`src/rtl/sfr_pkg.sv`:
```
// types and constants shared by the serial frame receiver
// depends on nothing
`default_nettype none

package sfr_pkg;

   typedef enum logic [1:0] {
      CMD_RECV  = 2'd0,
      CMD_CLEAR = 2'd1,
      CMD_READ  = 2'd2,
      CMD_ACK   = 2'd3
   } cmd_type;

   typedef enum logic [1:0] {
      PH_HEAD = 2'd0,
      PH_LEN  = 2'd1,
      PH_DATA = 2'd2,
      PH_END  = 2'd3
   } phase_type;

   typedef enum logic [1:0] {
      ST_IDLE   = 2'd0,
      ST_ACCEPT = 2'd1,
      ST_DONE   = 2'd2,
      ST_REJECT = 2'd3
   } status_type;

   localparam logic [7:0] CHAR_A    = 8'h41;
   localparam logic [7:0] CHAR_P    = 8'h50;
   localparam logic [7:0] CHAR_S    = 8'h53;
   localparam logic [7:0] CHAR_E    = 8'h45;
   localparam logic [7:0] CHAR_N    = 8'h4e;
   localparam logic [7:0] CHAR_D    = 8'h44;
   localparam logic [7:0] CHAR_0    = 8'h30;
   localparam logic [7:0] CHAR_9    = 8'h39;

   localparam int HDR_BYTES = 5;
   localparam int LEN_END   = 9;
   localparam int MIN_FRAME = 12;
   localparam int DECL_W    = 14;

endpackage

`default_nettype wire

```
`src/rtl/sfr_req_if.sv`:
```
// request channel of the serial frame receiver: valid/ready plus the command beat
// depends on nothing
`default_nettype none

interface sfr_req_if;
   logic       valid;
   logic       ready;
   logic [1:0] cmd;
   logic [7:0] rx_byte;
   logic [7:0] read_index;

   modport source (output valid, output cmd, output rx_byte, output read_index,
                   input ready);
   modport sink   (input valid, input cmd, input rx_byte, input read_index,
                   output ready);
endinterface

`default_nettype wire

```
`src/rtl/sfr_rsp_if.sv`:
```
// response channel of the serial frame receiver: valid/ready plus the result beat
// depends on nothing
`default_nettype none

interface sfr_rsp_if;
   logic       valid;
   logic       ready;
   logic [1:0] status;
   logic       frame_ready;
   logic [7:0] frame_length;
   logic [7:0] read_data;

   modport source (output valid, output status, output frame_ready,
                   output frame_length, output read_data, input ready);
   modport sink   (input valid, input status, input frame_ready,
                   input frame_length, input read_data, output ready);
endinterface

`default_nettype wire

```
`src/rtl/sfr_ram.sv`:
```
// generic single-port-write, single-port-read ram with registered read data
// depends on nothing
`default_nettype none

module sfr_ram #(
   parameter int WIDTH = 8,
   parameter int DEPTH = 512
) (
   input  wire logic                     clock,
   input  wire logic                     wr_en,
   input  wire logic [$clog2(DEPTH)-1:0] wr_addr,
   input  wire logic [WIDTH-1:0]         wr_data,
   input  wire logic                     rd_en,
   input  wire logic [$clog2(DEPTH)-1:0] rd_addr,
   output logic      [WIDTH-1:0]         rd_data
);

   logic [WIDTH-1:0] mem_ff [DEPTH];

   always_ff @(posedge clock) begin
      if (wr_en) begin
         mem_ff[wr_addr] <= wr_data;
      end
      if (rd_en) begin
         rd_data <= mem_ff[rd_addr];
      end
   end

endmodule

`default_nettype wire

```
`src/rtl/serial_frame_receiver_core.sv`:
```
// Serial frame receiver. Each request beat carries one command (receive a byte, clear the
// receiver, read a stored frame byte, acknowledge ready) and produces exactly one response
// beat, in the cycle after it is taken; a new request is taken every cycle while the response
// register is empty or being drained. Frames have the form 'A' 'P' 'S', two version bytes,
// four ASCII length digits, payload, 'E' 'N' 'D'. Bytes go into one ram of two banks of
// 2**CW entries (CW = $clog2(BUF_DEPTH)): incoming bytes fill the receive bank while the other
// bank holds the last complete frame, and completing a frame just swaps the banks, so no
// frame is copied. Frame read data comes from the registered ram read port. Ram contents need
// no clearing after reset; a stored byte is only returned below the stored frame length.
// depends on sfr_pkg, sfr_req_if, sfr_rsp_if, sfr_ram
`default_nettype none

module serial_frame_receiver_core
   import sfr_pkg::*;
#(
   parameter int BUF_DEPTH = 256
) (
   input wire logic  clock,
   input wire logic  reset,
   sfr_req_if.sink   req_chan,
   sfr_rsp_if.source rsp_chan
);

   localparam int CW = $clog2(BUF_DEPTH);
   localparam int IW = (CW > 8) ? CW : 8;

   // control state
   phase_type          phase_ff, phase_in;
   logic [CW-1:0]      count_ff, count_in;
   logic [DECL_W-1:0]  decl_ff, decl_in;
   logic [CW-1:0]      stored_ff, stored_in;
   logic               ready_flag_ff, ready_flag_in;
   logic               bank_ff, bank_in;
   logic               rsp_valid_ff, rsp_valid_in;

   // response payload
   status_type         status_ff, status_in;
   logic               hit_ff, hit_in;

   logic               accept;
   logic               drop;
   logic               is_digit;
   logic [CW-1:0]      count_inc;
   logic [DECL_W-1:0]  pos_w;
   logic [DECL_W-1:0]  len_cand;
   logic               wr_en;
   logic               rd_en;
   logic [7:0]         ram_q;
   cmd_type            cmd;

   assign cmd       = cmd_type'(req_chan.cmd);
   assign req_chan.ready = !rsp_valid_ff || rsp_chan.ready;
   assign accept    = req_chan.valid && req_chan.ready;
   assign is_digit  = (req_chan.rx_byte >= CHAR_0) && (req_chan.rx_byte <= CHAR_9);
   assign count_inc = count_ff + CW'(1);
   assign pos_w     = DECL_W'(count_ff);
   // decimal accumulate: decl * 10 + digit
   assign len_cand  = (decl_ff << 3) + (decl_ff << 1) + DECL_W'(req_chan.rx_byte[3:0]);
   assign rd_en     = accept && (cmd == CMD_READ);

   always_comb begin
      phase_in      = phase_ff;
      count_in      = count_ff;
      decl_in       = decl_ff;
      stored_in     = stored_ff;
      ready_flag_in = ready_flag_ff;
      bank_in       = bank_ff;
      status_in     = ST_IDLE;
      hit_in        = 1'b0;
      wr_en         = 1'b0;
      drop          = 1'b0;
      if (accept) begin
         unique case (cmd)
            CMD_RECV: begin
               wr_en = 1'b1;
               status_in = ST_ACCEPT;
               unique case (phase_ff)
                  PH_HEAD: begin
                     if (count_ff == '0 && req_chan.rx_byte != CHAR_A) begin
                        // noise between frames
                        status_in = ST_IDLE;
                     end else if ((count_ff == CW'(1) && req_chan.rx_byte != CHAR_P) ||
                                  (count_ff == CW'(2) && req_chan.rx_byte != CHAR_S)) begin
                        drop = 1'b1;
                     end else begin
                        count_in = count_inc;
                        if (count_inc == CW'(HDR_BYTES)) begin
                           phase_in = PH_LEN;
                        end
                     end
                  end
                  PH_LEN: begin
                     if (!is_digit) begin
                        drop = 1'b1;
                     end else begin
                        count_in = count_inc;
                        decl_in  = len_cand;
                        if (count_inc == CW'(LEN_END)) begin
                           if (len_cand < DECL_W'(MIN_FRAME) ||
                               len_cand >= DECL_W'(BUF_DEPTH)) begin
                              drop = 1'b1;
                           end else if (len_cand == DECL_W'(MIN_FRAME)) begin
                              phase_in = PH_END;
                           end else begin
                              phase_in = PH_DATA;
                           end
                        end
                     end
                  end
                  PH_DATA: begin
                     count_in = count_inc;
                     if (DECL_W'(count_inc) == decl_ff - DECL_W'(3)) begin
                        phase_in = PH_END;
                     end
                  end
                  PH_END: begin
                     if (pos_w == decl_ff - DECL_W'(3)) begin
                        drop     = (req_chan.rx_byte != CHAR_E);
                        count_in = count_inc;
                     end else if (pos_w == decl_ff - DECL_W'(2)) begin
                        drop     = (req_chan.rx_byte != CHAR_N);
                        count_in = count_inc;
                     end else if (req_chan.rx_byte != CHAR_D) begin
                        drop = 1'b1;
                     end else begin
                        // frame done: receive bank becomes the readable bank
                        status_in     = ST_DONE;
                        stored_in     = CW'(decl_ff);
                        ready_flag_in = 1'b1;
                        bank_in       = !bank_ff;
                        phase_in      = PH_HEAD;
                        count_in      = '0;
                        decl_in       = '0;
                     end
                  end
                  default: begin
                     phase_in = PH_HEAD;
                  end
               endcase
            end
            CMD_CLEAR: begin
               phase_in = PH_HEAD;
               count_in = '0;
               decl_in  = '0;
            end
            CMD_READ: begin
               hit_in = IW'(req_chan.read_index) < IW'(stored_ff);
            end
            CMD_ACK: begin
               ready_flag_in = 1'b0;
            end
            default: begin
               status_in = ST_IDLE;
            end
         endcase
         if (drop) begin
            status_in = ST_REJECT;
            phase_in  = PH_HEAD;
            count_in  = '0;
            decl_in   = '0;
         end
      end
   end

   always_comb begin
      if (accept) begin
         rsp_valid_in = 1'b1;
      end else if (rsp_chan.ready) begin
         rsp_valid_in = 1'b0;
      end else begin
         rsp_valid_in = rsp_valid_ff;
      end
   end

   always_ff @(posedge clock) begin
      if (reset) begin
         phase_ff      <= PH_HEAD;
         count_ff      <= '0;
         decl_ff       <= '0;
         stored_ff     <= '0;
         ready_flag_ff <= 1'b0;
         bank_ff       <= 1'b0;
         rsp_valid_ff  <= 1'b0;
      end else begin
         phase_ff      <= phase_in;
         count_ff      <= count_in;
         decl_ff       <= decl_in;
         stored_ff     <= stored_in;
         ready_flag_ff <= ready_flag_in;
         bank_ff       <= bank_in;
         rsp_valid_ff  <= rsp_valid_in;
      end
   end

   // response beat payload, loaded with each request beat
   logic           frame_ready_ff;
   logic [CW-1:0]  length_ff;

   always_ff @(posedge clock) begin
      if (accept) begin
         status_ff      <= status_in;
         hit_ff         <= hit_in;
         frame_ready_ff <= ready_flag_in;
         length_ff      <= stored_in;
      end
   end

   // each bank spans the full count range so the bank bit can sit above the count
   sfr_ram #(
      .WIDTH (8),
      .DEPTH (2 * (1 << CW))
   ) u_ram (
      .clock   (clock),
      .wr_en   (wr_en),
      .wr_addr ({!bank_ff, count_ff}),
      .wr_data (req_chan.rx_byte),
      .rd_en   (rd_en),
      .rd_addr ({bank_ff, CW'(req_chan.read_index)}),
      .rd_data (ram_q)
   );

   assign rsp_chan.valid        = rsp_valid_ff;
   assign rsp_chan.status       = status_ff;
   assign rsp_chan.frame_ready  = frame_ready_ff;
   assign rsp_chan.frame_length = 8'(length_ff);
   assign rsp_chan.read_data    = hit_ff ? ram_q : 8'd0;

   a_done_sets_ready: assert property (@(posedge clock) disable iff (reset)
      rsp_valid_ff && status_ff == ST_DONE |-> frame_ready_ff)
      else $error("completed frame without ready flag");

   a_ack_clears_ready: assert property (@(posedge clock) disable iff (reset)
      accept && cmd == CMD_ACK |=> !ready_flag_ff && !frame_ready_ff)
      else $error("acknowledge did not clear ready flag");

   a_len_phase_count: assert property (@(posedge clock) disable iff (reset)
      phase_ff == PH_LEN |-> count_ff >= CW'(HDR_BYTES) && count_ff < CW'(LEN_END))
      else $error("length digits counted out of range");

   a_trailer_length: assert property (@(posedge clock) disable iff (reset)
      phase_ff == PH_END |-> decl_ff >= DECL_W'(MIN_FRAME) &&
                             decl_ff < DECL_W'(BUF_DEPTH))
      else $error("trailer reached with invalid declared length");

endmodule

`default_nettype wire

```
`src/flat_wrapper.sv`:
```
// flat-port wrapper written by rule: the top's interface ports become plain ports
module serial_frame_receiver_core_flat import sfr_pkg::*;
#(
   parameter int BUF_DEPTH = 256
)
  (clock, reset, req_chan_valid, req_chan_cmd, req_chan_rx_byte, req_chan_read_index, req_chan_ready, rsp_chan_valid, rsp_chan_status, rsp_chan_frame_ready, rsp_chan_frame_length, rsp_chan_read_data, rsp_chan_ready);
  sfr_req_if req_chan_i ();
  sfr_rsp_if rsp_chan_i ();
  input wire logic clock;
  input wire logic reset;
  input wire logic [$bits(req_chan_i.valid)-1:0] req_chan_valid;
  input wire logic [$bits(req_chan_i.cmd)-1:0] req_chan_cmd;
  input wire logic [$bits(req_chan_i.rx_byte)-1:0] req_chan_rx_byte;
  input wire logic [$bits(req_chan_i.read_index)-1:0] req_chan_read_index;
  output wire logic [$bits(req_chan_i.ready)-1:0] req_chan_ready;
  output wire logic [$bits(rsp_chan_i.valid)-1:0] rsp_chan_valid;
  output wire logic [$bits(rsp_chan_i.status)-1:0] rsp_chan_status;
  output wire logic [$bits(rsp_chan_i.frame_ready)-1:0] rsp_chan_frame_ready;
  output wire logic [$bits(rsp_chan_i.frame_length)-1:0] rsp_chan_frame_length;
  output wire logic [$bits(rsp_chan_i.read_data)-1:0] rsp_chan_read_data;
  input wire logic [$bits(rsp_chan_i.ready)-1:0] rsp_chan_ready;
  assign req_chan_i.valid = req_chan_valid;
  assign req_chan_i.cmd = req_chan_cmd;
  assign req_chan_i.rx_byte = req_chan_rx_byte;
  assign req_chan_i.read_index = req_chan_read_index;
  assign req_chan_ready = req_chan_i.ready;
  assign rsp_chan_valid = rsp_chan_i.valid;
  assign rsp_chan_status = rsp_chan_i.status;
  assign rsp_chan_frame_ready = rsp_chan_i.frame_ready;
  assign rsp_chan_frame_length = rsp_chan_i.frame_length;
  assign rsp_chan_read_data = rsp_chan_i.read_data;
  assign rsp_chan_i.ready = rsp_chan_ready;
  serial_frame_receiver_core #(.BUF_DEPTH(BUF_DEPTH)) u_core (.clock(clock), .reset(reset), .req_chan(req_chan_i), .rsp_chan(rsp_chan_i));
endmodule
```
`config.mk`:
```
export PLATFORM = sky130hd
export DESIGN_NAME = serial_frame_receiver_core_flat
export DESIGN_NICKNAME = d
export VERILOG_FILES = /design/src/rtl/sfr_pkg.sv /design/src/rtl/sfr_req_if.sv /design/src/rtl/sfr_rsp_if.sv /design/src/rtl/sfr_ram.sv /design/src/rtl/serial_frame_receiver_core.sv /design/src/flat_wrapper.sv
export SDC_FILE = /design/constraint.sdc
export NUM_CORES = 2
export LEC_CHECK = 0
export BUFFER_PORTS_ARGS = -buffer_cell sky130_fd_sc_hd__buf_2
export CAP_MARGIN = 20
export CORE_MARGIN = 1
export CORE_UTILIZATION = 57
export DETAILED_ROUTE_END_ITERATION = 7
export PLACE_DENSITY = 0.75
export SLEW_MARGIN = 20
export SYNTH_ARGS = -nofsm -noshare
export SYNTH_HDL_FRONTEND = slang
export SYNTH_HIERARCHICAL = 1
export SYNTH_SLANG_ARGS = --single-unit
export TNS_END_PERCENT = 50
```
`constraint.sdc`:
```
create_clock -name clock -period 3.8 [get_ports clock]
set_input_delay 0.57 -clock clock [delete_from_list [all_inputs] [get_ports clock]]
set_output_delay 0.57 -clock clock [all_outputs]
set_load 0.01 [all_outputs]
```
==> impl_metrics.json <==
{
  "crit_fanout": 3,
  "drtIter0Drc": 13260,
  "die-height_um": 539,
  "cts_root_buf": "clkbuf_16",
  "syn_area_um2": 165000,
  "crit_cells": 15,
  "gp_congestion": 0.940,
  "grt_max_degree": 227,
  "ys_warn_count": 6,
  "r2r_start": "u_core/decl_ff[0]",
  "ys_top_cells_by_count": "edfxtp_1, mux2i_1, mux4_2",
  "rrSetupSlack_ps": 160,
  "cp_slowest_cell": "fa_1",
  "hold_violations": 0,
  "synthArstFlopShare_pct": 0,
  "end_kind": "flip-flop",
  "routed_wirelength_um": 428000,
  "crit_type": "reg2reg",
  "io_pins": 43,
  "skew_ps": 75.5,
  "core_area_um2": 286000,
  "power.static_leakage_nw": 62.3,
  "post_route_cells_drive_above_1_share_pct": 23.9,
  "drv_cap": 0,
  "peakVddDrop_uv": 439,
  "mappedNetlistNets": 8654,
  "dieArea_um2": 291000,
  "antenna_found_initial": 19,
  "worstSkewPairLatency_ps": 950,
  "fin_cells": 13601,
  "reg2reg_to": "u_core/phase_ff[0]",
  "grt_pass1_wl_um": 621000,
  "path_buf_inv": 4,
  "synth_area_per_cell_um2": 19.2,
  "clk_pin_slew_ps": 60,
  "crit_arrival_ps": 4390,
  "synthFlopType": "edfxtp_1",
  "cts_sinks": 4151,
  "fin_util_pct": 66.0,
  "synthCells": 8586,
  "cp_cell_sequence": "inv_2 > fa_1 > inv_1 > ha_1 > a21o_1 > and4_1 > or3_4 > a2111oi_2 > buf_4 > buf_4 > a21oi_1 > a31o_2 > a211oi_4 > o21bai_1 > o31ai_1",
  "grt_pass1_vias": 91061,
  "vias_per_cell": 6.71,
  "setup_violations": 0,
  "period_share_pct": 95.7,
  "cp-start-kind": "flip-flop",
  "num_rows": 196,
  "wl_per_cell_um": 31.5,
  "reg2reg_depth": 15,
  "h-tree-depth": 5,
  "io_buffers": 42,
  "yosys.cell_types.count": 87,
  "grt_use_total_pct": 29.3,
  "cp_slowest_stage_delay_ps": 590,
  "total_power_mw": 94.7,
  "crit_end": "u_core/phase_ff[0]",
  "worst_pin_slew_ps": 1150,
  "status": "complete, no violations",
  "synthTopCellsByArea": "edfxtp_1, mux4_2, mux2i_1",
  "hold_ws_ps": 56.2,
  "cp_common_cell": "buf_4",
  "synth_seq_area_share_pct": 75.5,
  "fin_nets": 9575,
  "drv_slew": 0,
  "final_cell_area_um2": 189000,
  "slew_headroom_pct": 23.1,
  "dr.pass1.iters": 8,
  "synth_seq_cells": 4151,
  "multiInputGateArea_um2": 37300,
  "dpl_cell_area_um2": 176000,
  "synth_most_common_cell": "edfxtp_1",
  "cts_tree": "yes",
  "fin_crit_ps": 3640,
  "regArea_um2": 124000,
  "fmax_mhz": 275,
  "crit_start": "u_core/decl_ff[0]",
  "die_w_um": 539,
  "synth_area_leader_cell": "edfxtp_1",
  "grt-ovfl-total": 0,
  "area_delta_synth_final_pct": 14.7,
  "synth_enable_flop_cells": 4116,
  "critical_path_required_ps": 4550,
  "drc": 0,
  "cts_made_buffers": 402,
  "antenna_left": 0,
  "hp-class": "in2reg",
  "vias": 91207,
  "powerDensity_nw_per_um2": 501,
  "synth_top_area_share_pct": 75.1,
  "fillers": 17643,
  "dpl.hpwl_um": 262000,
  "start_util_pct": 57.5,
  "place_inst": 12856,
  "cpLargestDelayFamily": "compound AO/OA/AOI/OAI gates",
  "clk_path_buf_depth": 4
}
## routing by layer
metal  wire (µm)  track usage (%)
met1      155000             40.1
met2      200000             45.4
met3       53800             7.21
met4       20200             11.9
met5          52                0
## registers in the layout (all words and copies together) (netlist names)
name / count
u_core/bank_ff: 1
u_core/count_ff: 8
u_core/decl_ff: 14
u_core/hit_ff: 1
u_core/phase_ff: 2
u_core/ready_flag_ff: 1
u_core/rsp_chan.frame_length: 8
u_core/rsp_chan.frame_ready: 1
u_core/rsp_chan.status: 2
u_core/rsp_chan.valid: 1
u_core/stored_ff: 8
u_core/u_ram/mem_ff: 4096
u_core/u_ram/rd_data: 8
## power by group
part,switching (mW),internal (mW)
registers,0.0131,50.3
clock network,17.0,22.7
logic,3.03,1.59
## worst min-delay path by stage
stage,from,end,slack [ps],cells past startpoint
floorplan,u_core/decl_ff[13],u_core/decl_ff[13],460,2
global placement,u_core/ready_flag_ff,u_core/ready_flag_ff,520,2
detailed placement,u_core/decl_ff[13],u_core/decl_ff[13],540,2
CTS,req_chan_rx_byte[0],u_core/u_ram/mem_ff[171][0],7,1
global route,req_chan_rx_byte[0],u_core/u_ram/mem_ff[178][0],20,1
finish,req_chan_rx_byte[0],u_core/u_ram/mem_ff[171][0],60,1
## placed cells by master, fill, tap and decap left out, drive strengths merged, types with 12 or more instances in the layout
master,synthesis,layout
or3,12,12
a211oi,23,23
o21ai,138,138
o32ai,12,12
o31ai,18,18
clkinv,1,155
inv,54,71
dfxtp,35,35
nor3,133,133
buf,256,1054
ha,44,44
clkbuf,287,494
a22oi,64,64
edfxtp,4116,4116
bufinv,0,44
nor2b,19,19
o221ai,375,375
nand2,145,145
xnor2,26,26
nand4,41,41
mux4,654,654
o22ai,165,165
nand3,51,51
mux2i,802,802
clkinvlp,0,23
a21oi,214,214
and2,31,31
nand2b,18,18
nor4,43,43
nor2,635,635
## per-stage QoR
step                      setup slack (ps)  TNS, ps
after floorplan                       32.5        0
after global placement                -526   -12520
after detailed placement              -537   -11800
after CTS                             39.5        0
after global routing                 -2.74    -2.78
final                                  164        0
## cells by family (layout without fill, tap and decap cells)
logic type | Yosys count | after routing | share of synthesized area [%]
AO/OA/AOI/OAI | 1113 | 1113 | 4.84
adder cells (fa/ha/maj) | 46 | 46 | 0.359
multiplexers | 1461 | 1461 | 13.9
flip-flops | 4151 | 4151 | 75.5
AND/OR/NAND/NOR | 1181 | 1181 | 3.23
buffers and inverters | 598 | 1845 | 2.00
XOR/XNOR | 36 | 36 | 0.192
other | 0 | 6 | 0
## final cells by class
cell class / count / area share, %
sequential: 4151 / 65.8
clock buffer: 492 / 5.55
multi-input combinational: 3837 / 19.7
antenna: 6 / 0.00795
inverter: 55 / 0.113
clock inverter: 238 / 1.34
tap: 3762 / 2.49
timing repair buffer: 1060 / 4.96
## timing repair
action | CTS | global route
hold buffers | 4 | 0
pin swaps | 2 | 5
gates cloned | 0 | 1
endpoints found under the hold margin | 24 | 0
buffers inserted | 1 | 2
setup endpoints to repair | 51 | 24
gates resized for setup | 4 | 11
(Power assumes the default switching activity.)
